**config.mk**
```make
export PLATFORM = sky130hd
export DESIGN_NAME = tlnt_ram
export DESIGN_NICKNAME = d
export VERILOG_FILES = /design/src/rtl/tlnt_ram.sv
export SDC_FILE = /design/constraint.sdc
export NUM_CORES = 1
export LEC_CHECK = 0
export ABC_AREA = 1
export BUFFER_PORTS_ARGS = -buffer_cell sky130_fd_sc_hd__buf_4
export CAP_MARGIN = 10
export CORE_MARGIN = 3
export CORE_UTILIZATION = 40
export DETAILED_ROUTE_END_ITERATION = 7
export PLACE_DENSITY_LB_ADDON = 0.12
export SYNTH_ARGS = -nofsm -noshare
export SYNTH_HDL_FRONTEND = slang
export SYNTH_SLANG_ARGS = --single-unit
```
**constraint.sdc**
```tcl
create_clock -name clk -period 1.8 [get_ports clk]
set_input_delay 0.27 -clock clk [delete_from_list [all_inputs] [get_ports clk]]
set_output_delay 0.27 -clock clk [all_outputs]
set_load 0.005 [all_outputs]
```
**src/rtl/tlnt_ram.sv**
```systemverilog
// ----------------------------------------------------------------------------
// tlnt_ram
// Generic single write port, single read port RAM with registered read data.
// ----------------------------------------------------------------------------
module tlnt_ram #(
  parameter int WIDTH = 8,
  parameter int DEPTH = 16
) (
  input  logic                     clk,
  input  logic                     we,
  input  logic [$clog2(DEPTH)-1:0] waddr,
  input  logic [WIDTH-1:0]         wdata,
  input  logic [$clog2(DEPTH)-1:0] raddr,
  output logic [WIDTH-1:0]         rdata
);

  logic [WIDTH-1:0] mem [DEPTH];

  always_ff @(posedge clk) begin
    if (we) begin
      mem[waddr] <= wdata;
    end
    rdata <= mem[raddr];
  end

endmodule

```
Word-level counts from Yosys, hierarchy flattened. Memory sizes are Yosys's and may differ from the RTL's. A register that Yosys moved wholly into a read port is not among the register bits. Index checks and enable logic that the tools add are counted.

Flip-flop bits (word level): 0. Bits in writable memories: 128. Input port bits: 18. Output and inout port bits: 8. Word-level logic and storage cells: 3. Memories: 1.

Mux-type cells: 2.

Memory list: mem (depth 16, width 8, read ports 1, clocked after memory_dff 1, wr ports 1, line 17) `logic [WIDTH-1:0] mem [DEPTH];`.

Operators by type and width (count): 1-bit 2-to-1 mux (2).

Logic depth before layout (Yosys ltp). Gate-level depths: netlist of run 1.

Word-level depth: 2. Gate-level depth with buffers: 8. Mapped depth without buffers: 7.

Worst setup path before layout of run 1. Ideal clock, no wire load.

Kind: input-to-reg. Start: in waddr[2]. End: mem mem[10][0] (enable). Library setup time: 370 ps. Arrival time: 851 ps. Required time: 1430 ps. Setup slack: 579 ps. Stages on the path: 2. Path buffers: 0. Cells stage by stage: nand3b_1 -> nor2_1.

RTL lines: from (decl) (line 11) `input logic [$clog2(DEPTH)-1:0] waddr,`; to (decl) (line 17).

Straight into the memory's write port.

Worst setup path in the final report of run 1.
Start: reg rdata[2] (read register of mem). End: out rdata[2].

RTL lines: from (decl) (line 14) `output logic [WIDTH-1:0] rdata`.

No word-level cell between the ends.

==> results of run 1 <==
[routing by layer]
metal | global-route usage [%] | wire (um) | vias up
li1 | - | - | 1857
met1 | 26.0 | 6380 | 1800
met2 | 27.4 | 6400 | 124
met3 | 4.16 | 851 | 4
met4 | 5.11 | 66 | 0
met5 | 0 | 0 | -
[logic make-up (layout without fill, tap and decap cells)]
logic type	after synthesis	after routing	synth area share, %
AND/OR/NAND/NOR	289	289	21.0
flip-flops	136	136	69.4
buffers and inverters	126	181	9.52
[registers in the layout, summed over array words and instances (netlist names)]
signal,flops
mem,128
rdata,8
[report_power, final]
part | total, mW | leakage, nW | switching [mW] | internal [mW]
Combinational | 0.465 | 1.44 | 0.310 | 0.155
Clock | 3.50 | 0.287 | 1.20 | 2.29
Sequential | 3.56 | 1.22 | 0.0214 | 3.54
Total | 7.52 | 2.95 | 1.53 | 5.99
[how the worst max path moves through the flow]
stage                                start  cells after the start                   end  slack, ns
after global placement            raddr[0]                      8      rdata[0]$_DFF_P_       0.37
final                     rdata[2]$_DFF_P_                      1              rdata[2]       0.66
after CTS                 rdata[2]$_DFF_P_                      1              rdata[2]       0.63
after global routing      rdata[2]$_DFF_P_                      1              rdata[2]       0.61
after detailed placement          raddr[0]                      8      rdata[0]$_DFF_P_       0.35
after floorplan                   waddr[2]                      2  mem[10][0]$_DFFE_PP_       0.58
[layout by cell type (no fill, tap or decap), drive strengths merged]
| cell type | n |
|---|---|
| dfxtp | 8 |
| bufinv | 4 |
| clkinv | 6 |
| clkinvlp | 1 |
| edfxtp | 128 |
| nand2 | 173 |
| nor2 | 17 |
| buf | 47 |
| nand3b | 2 |
| inv | 102 |
| clkbuf | 21 |
| nand3 | 97 |
[through the flow]
stage,instances,util (%),cell area (sq um),hold WS [ns]
after global placement,754,44.4,6220,0.602
after floorplan,551,-,5770,0.369
final,786,48.7,6810,0.189
after global routing,786,48.7,6810,0.202
after CTS,786,48.7,6810,0.172
after detailed placement,754,44.4,6220,0.601
[layout make-up]
cell class | count | area, sq um | share of cell area, %
Clock buffer | 21 | 440 | 6.47
Tap cell | 180 | 225 | 3.31
Clock inverter | 11 | 154 | 2.26
Multi-Input combinational cell | 289 | 1210 | 17.8
Sequential cell | 136 | 4000 | 58.8
Inverter | 102 | 383 | 5.62
Timing Repair Buffer | 47 | 390 | 5.73
==> impl_metrics.toml, run 1 <==
[yosys]
async_flop_share_pct = 0
synth_common_cells = "nand2_1 (173), edfxtp_1 (128), inv_1 (100)"
synth_ff_type = "edfxtp_1"
postSynthAreaPerCell_sq_um = 10.5
yosys.area.top_type = "edfxtp_1"
synthTopCellsByArea = "edfxtp_1 (67%), nand2_1 (11%), nand3_1 (8.4%)"
yosysTopAreaCellShare_pct = 66.7
yosys_warnings = 0
ys_ff_latch = 136
synth-edff-count = 128
synth.net_count = 569
synthesis.instances = 551
synth.most_common_cell = "nand2_1"
ys_seq_area_share_pct = 69.4
syn_area_sq_um = 5770
synth_cell_types = 12

[clocking]
numCtsBuffers = 17
tritoncts = "done"
cts_setup_buffers = 0
postCtsResizedCells = 0
cts.path.max_buffers = 2
clk_pin_slew_ns = 0.06
cts_root_buffer = "clkbuf_16"
clock_latency_ns = 0.41
ctsHoldBuffers = 0
cts_sinks = 136
h-tree-depth = 4

[critical_path]
arrival_ns = 0.87
start_kind = "flop"
crit_path_end_kind = "primary output"
r2r_cells = 6
r2r_start = "mem[3][5]$_DFFE_PP_"
cp.required_ns = 1.53
cp_cell_sequence = "buf_4"
rrSetupSlack_ns = 0.78
path_max_fanout = 1
critPathTopFamily = "flip-flops"
cpMaxStageDelayCell = "dfxtp_1"
cp_num_buf_inv = 1
r2r-end = "rdata[5]$_DFF_P_"
cpPeakStageDelay_ns = 0.35
crit_type = "reg -> out"

[floorplanning]
ios = 26
rows = 43
core-area_sq_um = 14000
die_height_um = 126
die_area_sq_um = 15900
initial_core_util_pct = 41.2
die_x_um = 126

[layout]
final_nets = 611
insertedDiodeCount = 0
syn2layout_area_growth_pct = 18.1
fill_cells = 1302
drive_gt1_share_pct = 12.2

[timing]
setup_slack_ns = 0.660
finalHoldViolations = 0
period_share_pct = 63.3
min_period_ns = 1.14
finClkSkew_ns = 0.00691
relSlewSlack_pct = 71.8
finalSetupViolations = 0
tightest_slew_ns = 0.422
max_freq_ghz = 0.877
setup_total_negative_slack_ns = 0
rsz0062_at_grt = "false"
slew_viol_final = 0

[grt]
grt_pass1_wl_um = 21100
antenna_found_initial = 0
track_usage_pct = 18.0
first_global_vias = 3619
overflow = 0
grt_start_max_net_pins = 65

[placement]
gp_congestion = 0.793
dp_hpwl_um = 8290
dp_slack_ns = 0.350
portBuffers = 25

[worst_hold_path]
hold_path_depth = 3
worstHoldStart = "raddr[3]"
hp-class = "in -> reg"
min_to = "rdata[3]$_DFF_P_"

[pwr]
power.density_nw_per_um2 = 1100
ir_drop_mv = 0.487
p_leak_nw = 2.95
total_power_mw = 7.52

[detailed_routing]
vias = 3785
totalWireLength_um = 13700
drt_pass1_iterations = 5
drc_errors = 0
wl_per_cell_um = 17.4
ant_nets = 0
drt_iter0_markers = 315
viasPerCell = 4.82

[run_status]
status = "completed"

[flow_run]
drv_cap = 0
No activity file was read; power rests on OpenSTA's default activity.
==> run 2, diff against run 1 <==
--- a/config.mk
+++ b/config.mk
@@ -5,7 +5,7 @@
 export SDC_FILE = /design/constraint.sdc
 export NUM_CORES = 1
 export LEC_CHECK = 0
-export ABC_AREA = 1
+export ABC_AREA = 0
 export BUFFER_PORTS_ARGS = -buffer_cell sky130_fd_sc_hd__buf_4
 export CAP_MARGIN = 10
 export CORE_MARGIN = 3
==> constraint.sdc (replaced) <==
create_clock -name clk -period 1.15 [get_ports clk]
set_input_delay 0.1725 -clock clk [delete_from_list [all_inputs] [get_ports clk]]
set_output_delay 0.1725 -clock clk [all_outputs]
set_load 0.005 [all_outputs]
==> impl_metrics.toml, run 2 <==
[run_status]
status = "finished with violations"
violations = "negative setup slack"

[pwr]
combPwrFrac_pct = 6.0
intPower_mw = 9.03
total_power_mw = 11.2
p_switching_mw = 2.20
power.density_nw_per_um2 = 1710
p_leak_nw = 2.22
switching_share_pct = 19.6
clkPwrFrac_pct = 44.3
ir_drop_mv = 0.985
p_seq_share_pct = 49.7

[critical_path]
path_max_fanout = 1
cp_cell_sequence = "mux4_2 > a22oi_2 > nand2_1"
cp.required_ns = 1.45
r2r_cells = 3
cp_num_buf_inv = 0
crit_path_end_kind = "flop"
r2r_start = "mem[3][2]$_DFFE_PP_"
cpMaxStageDelayCell = "mux4_2"
critPathTopFamily = "multiplexers"
arrival_ns = 1.61
start_kind = "flop"
cp.depth = 3
r2r-end = "rdata[2]$_DFF_P_"
rrSetupSlack_ns = -0.16
cpPeakStageDelay_ns = 0.51
crit_type = "reg -> reg"

[yosys]
synth_top_family_by_area = "multiplexers"
synth-xor-area-share_pct = 0
ys_ff_latch = 136
yosys.area.top_type = "edfxtp_1"
synth_ff_type = "edfxtp_1"
synth.net_count = 247
synth_mux_area_share_pct = 15.0
synthesis.instances = 229
synth_adder_area_share_pct = 0
synth_common_cells = "edfxtp_1 (128), mux4_2 (18), a22oi_1 (16)"
synthSimpleGateAreaFrac_pct = 3.18
synth_cell_types = 19
synth-edff-count = 128
syn_area_sq_um = 5150
yosys_warnings = 0
async_flop_share_pct = 0
synth.most_common_cell = "edfxtp_1"
yosysTopAreaCellShare_pct = 74.7
ys_seq_area_share_pct = 77.8
synthTopCellsByArea = "edfxtp_1 (75%), mux4_2 (7.9%), mux4_1 (7.1%)"
postSynthAreaPerCell_sq_um = 22.5
synth_compound_area_share_pct = 2.33

[layout]
largest_reg_flops = 128
syn2layout_area_growth_pct = 27.2
final_cell_mix = "edfxtp_1 (128), buf_4 (60), mux4_2 (31)"
insertedDiodeCount = 0
final_common_cell = "edfxtp_1"
final_nets = 328
instances_no_fill = 490
regMostFlops = "mem"
fill_cells = 996
top_regs = "mem: 128 flops, rdata: 8 flops"
drive_gt1_share_pct = 44.7

[detailed_routing]
vias = 2465
drt_pass1_iterations = 4
drc_errors = 0
totalWireLength_um = 10500
wl_per_cell_um = 21.5
ant_nets = 0
drt_iter0_markers = 156
viasPerCell = 5.03

[worst_hold_path]
worstHoldStart = "wdata[7]"
min_to = "mem[4][7]$_DFFE_PP_"
hold_path_depth = 1
hp-class = "in -> reg"

[floorplanning]
initial_core_util_pct = 41.8
core-area_sq_um = 12300
die_area_sq_um = 14300
die_x_um = 119
die_height_um = 119
ios = 26
rows = 40

[grt]
overflow = 0
grt_pass1_wl_um = 16300
antenna_found_initial = 0
track_usage_pct = 16.3
grt_start_max_net_pins = 17
first_global_vias = 2635

[timing]
min_period_ns = 1.31
setup_slack_ns = -0.164
rsz0062_at_grt = "true"
max_freq_ghz = 0.761
finalSetupViolations = 8
slew_viol_final = 0
finalHoldViolations = 0
finClkSkew_ns = 0.00662
tightest_slew_ns = 0.902
relSlewSlack_pct = 39.7
period_share_pct = 114

[clocking]
h-tree-depth = 4
clock_latency_ns = 0.41
clk_pin_slew_ns = 0.05
tritoncts = "done"
ctsHoldBuffers = 0
cts_sinks = 136
numCtsBuffers = 17
cts_setup_buffers = 0
cts_root_buffer = "clkbuf_16"
cts.path.max_buffers = 2

[placement]
dp.cells = 460
gp_congestion = 0.700
dp_hpwl_um = 7130
portBuffers = 25

[flow_run]
drv_cap = 0
==> run 2: worst max-delay path by stage <==
stage | to | startpoint | slack, ns
2_1_floorplan | mem[0][0]$_DFFE_PP_ | waddr[2] | -0.16
3_3_place_gp | rdata[1]$_DFF_P_ | raddr[0] | -0.47
3_5_place_dp | rdata[1]$_DFF_P_ | raddr[0] | -0.48
4_1_cts | rdata[2]$_DFF_P_ | mem[3][2]$_DFFE_PP_ | -0.15
5_1_grt | rdata[2]$_DFF_P_ | mem[3][2]$_DFFE_PP_ | -0.21
6_report | rdata[2]$_DFF_P_ | mem[3][2]$_DFFE_PP_ | -0.16
==> run 2: cell type report <==
class                      count  area, sq um  area share (%)
multi-input combinational     83         1100            16.8
tap                          168          210            3.21
timing repair buffer          72          691            10.5
clock buffer                  20          437            6.67
clock inverter                11          108            1.64
sequential                   136         4000            61.1
==> run 2: logic make-up after synthesis <==
family,Yosys count
compound gates,16
buf+inv,10
flops,136
mux,32
simple gates,35
==> run 2: through the flow <==
step	utilization, %	setup TNS (ns)	setup slack [ns]	cell area (sq um)	hold WS [ns]
after floorplan	-	-2.18	-0.156	5180	0.271
after global placement	48.5	-27.15	-0.465	5970	0.469
after detailed placement	48.5	-27.36	-0.483	5970	0.483
after CTS	53.2	-0.846	-0.155	6540	0.0497
after global routing	53.2	-1.22	-0.210	6550	0.0665
final	53.2	-0.751	-0.164	6550	0.0716
==> run 2: per-layer routing <==
metal / vias to the layer above / track usage [%] / routed length, um
met5: - / 0 / 0
met4: 0 / 5.65 / 108
met1: 1284 / 22.0 / 4730
met3: 9 / 5.18 / 436
li1: 1119 / - / -
met2: 53 / 25.2 / 5260
==> run 2: power groups by stage <==
| stage | Sequential [mW] | Clock [mW] | Combinational, mW |
|---|---|---|---|
| after global routing | 5.59 | 5.30 | 0.738 |
| after floorplan | 5.67 | 0 | 0.316 |
| final | 5.58 | 4.97 | 0.676 |
| after CTS | 5.58 | 5.08 | 0.689 |
| after global placement | 5.68 | 0 | 0.669 |
| after detailed placement | 5.68 | 0 | 0.675 |
==> run 2: timing repair <==
item / 4_1_cts / 5_1_grt
setup endpoints to repair: 8 / 8
pin swaps: 1 / 0
resized for setup: 7 / 1
==> run 3, diff against run 2 <==
==> constraint.sdc (replaced) <==
create_clock -name clk -period 1.5 [get_ports clk]
set_input_delay 0.225 -clock clk [delete_from_list [all_inputs] [get_ports clk]]
set_output_delay 0.225 -clock clk [all_outputs]
set_load 0.005 [all_outputs]
==> impl_metrics.toml, run 3 (same netlist as run 2, synthesis figures left out) <==
[grt]
antenna_found_initial = 0
grt_start_max_net_pins = 21
overflow = 0
track_usage_pct = 15.6
first_global_vias = 2511
grt_pass1_wl_um = 15800

[placement]
dp_slack_ns = -0.0876
dp_hpwl_um = 6650
portBuffers = 25
gp_congestion = 0.740
dp.cells = 442
place_area_sq_um = 5730

[clocking]
numCtsBuffers = 17
clk_pin_slew_ns = 0.06
cts_setup_buffers = 0
tritoncts = "done"
ctsHoldBuffers = 0
cts_sinks = 136
clock_latency_ns = 0.41
h-tree-depth = 4
postCtsResizedCells = 0
cts_root_buffer = "clkbuf_16"
cts.path.max_buffers = 2

[layout]
syn2layout_area_growth_pct = 22.2
top_regs = "mem: 128 flops, rdata: 8 flops"
regMostFlops = "mem"
largest_reg_flops = 128
final_common_cell = "edfxtp_1"
drive_gt1_share_pct = 33.7
insertedDiodeCount = 0
final_nets = 311
final_cell_area_sq_um = 6290
instances_no_fill = 474
final_cell_mix = "edfxtp_1 (128), buf_4 (52), mux4_2 (18)"

[critical_path]
arrival_ns = 1.68
crit_path_end_kind = "flop"
cp.required_ns = 1.79
start_kind = "flop"
crit_type = "reg -> reg"
cpPeakStageDelay_ns = 0.50
path_max_fanout = 1
cpMaxStageDelayCell = "mux4_1"
cp_cell_sequence = "mux4_1 > a22oi_1 > nand2_1"

[timing]
relSlewSlack_pct = 44.2
tightest_slew_ns = 0.836
finalSetupViolations = 0
finClkSkew_ns = 0.00934
min_period_ns = 1.39
period_share_pct = 92.8
setup_slack_ns = 0.108
rsz0062_at_grt = "false"
setup_total_negative_slack_ns = 0
slew_viol_final = 0
finalHoldViolations = 0
max_freq_ghz = 0.719

[detailed_routing]
viasPerCell = 5.14
ant_nets = 0
wl_per_cell_um = 21.8
vias = 2438
drt_iter0_markers = 226
totalWireLength_um = 10300
drt_pass1_iterations = 5
drc_errors = 0

[pwr]
power.density_nw_per_um2 = 1370
p_leak_nw = 2.17
total_power_mw = 8.65
ir_drop_mv = 0.779

[flow_run]
drv_cap = 0

[floorplanning]
rows = 40
die_area_sq_um = 14300
ios = 26
die_height_um = 119
die_x_um = 119
initial_core_util_pct = 41.8
core-area_sq_um = 12300

[worst_hold_path]
hp-class = "in -> reg"

[run_status]
status = "completed"
[run 3: cell types whose count changed in the layout (fill, tap and decap cells not counted), moves of 3 or more]
cell	change
nor2_4	-3
buf_12	-9
nor3_1	+3
nor2_1	+3
buf_4	-8
a22oi_2	-8
mux4_2	-13
mux4_1	+13
a22oi_1	+8
[run 3: worst max-delay path, delay by kind of cell, from the launching register on]
family / cells / cell delay [ns]
flip-flops: 1 / 0.38
AO/OA/AOI/OAI: 1 / 0.30
AND/OR/NAND/NOR: 1 / 0.09
multiplexers: 1 / 0.50
[run 3: path summary, 6_finish.rpt]
check	startpoint	endpoint	slack, ns	cells past startpoint
worst max register to register	mem[3][3]$_DFFE_PP_	rdata[3]$_DFF_P_	0.11	3
worst min-delay path	wdata[4]	mem[3][4]$_DFFE_PP_	0.12	1
worst max-delay path	mem[3][3]$_DFFE_PP_	rdata[3]$_DFF_P_	0.11	3
worst min register to register	mem[12][2]$_DFFE_PP_	rdata[2]$_DFF_P_	0.67	3
[run 3: power by group]
group / internal (mW) / switching, mW
sequential: 4.25 / 0.0232
clock: 2.51 / 1.42
combinational: 0.214 / 0.228
total: 6.97 / 1.68
[run 3: layout make-up]
cell class              count  area, sq um
well taps                 168          210
repair buffers             55          450
flip-flops and latches    136         4000
multi-input cells          83         1060
clock inverters            10          101
clock buffers              22          464
fillers                  1021         6020
[run 3: metrics by stage]
step | hold slack (ns) | util [%]
final | 0.121 | 51.1
after global routing | 0.124 | 51.1
after CTS | 0.107 | 51.1
after detailed placement | 0.547 | 46.5
after global placement | 0.536 | 46.5
after floorplan | 0.324 | -
[run 3: per-layer routing]
layer  part of all wire [%]  wire [um]  track usage [%]  vias to the layer above
li1                       -          -                -                     1101
met1                     48       4960             22.7                     1267
met2                     47       4820             22.4                       63
met5                      0          0                0                        -
met3                    4.2        437             4.51                        7
met4                   0.88         91             6.01                        0
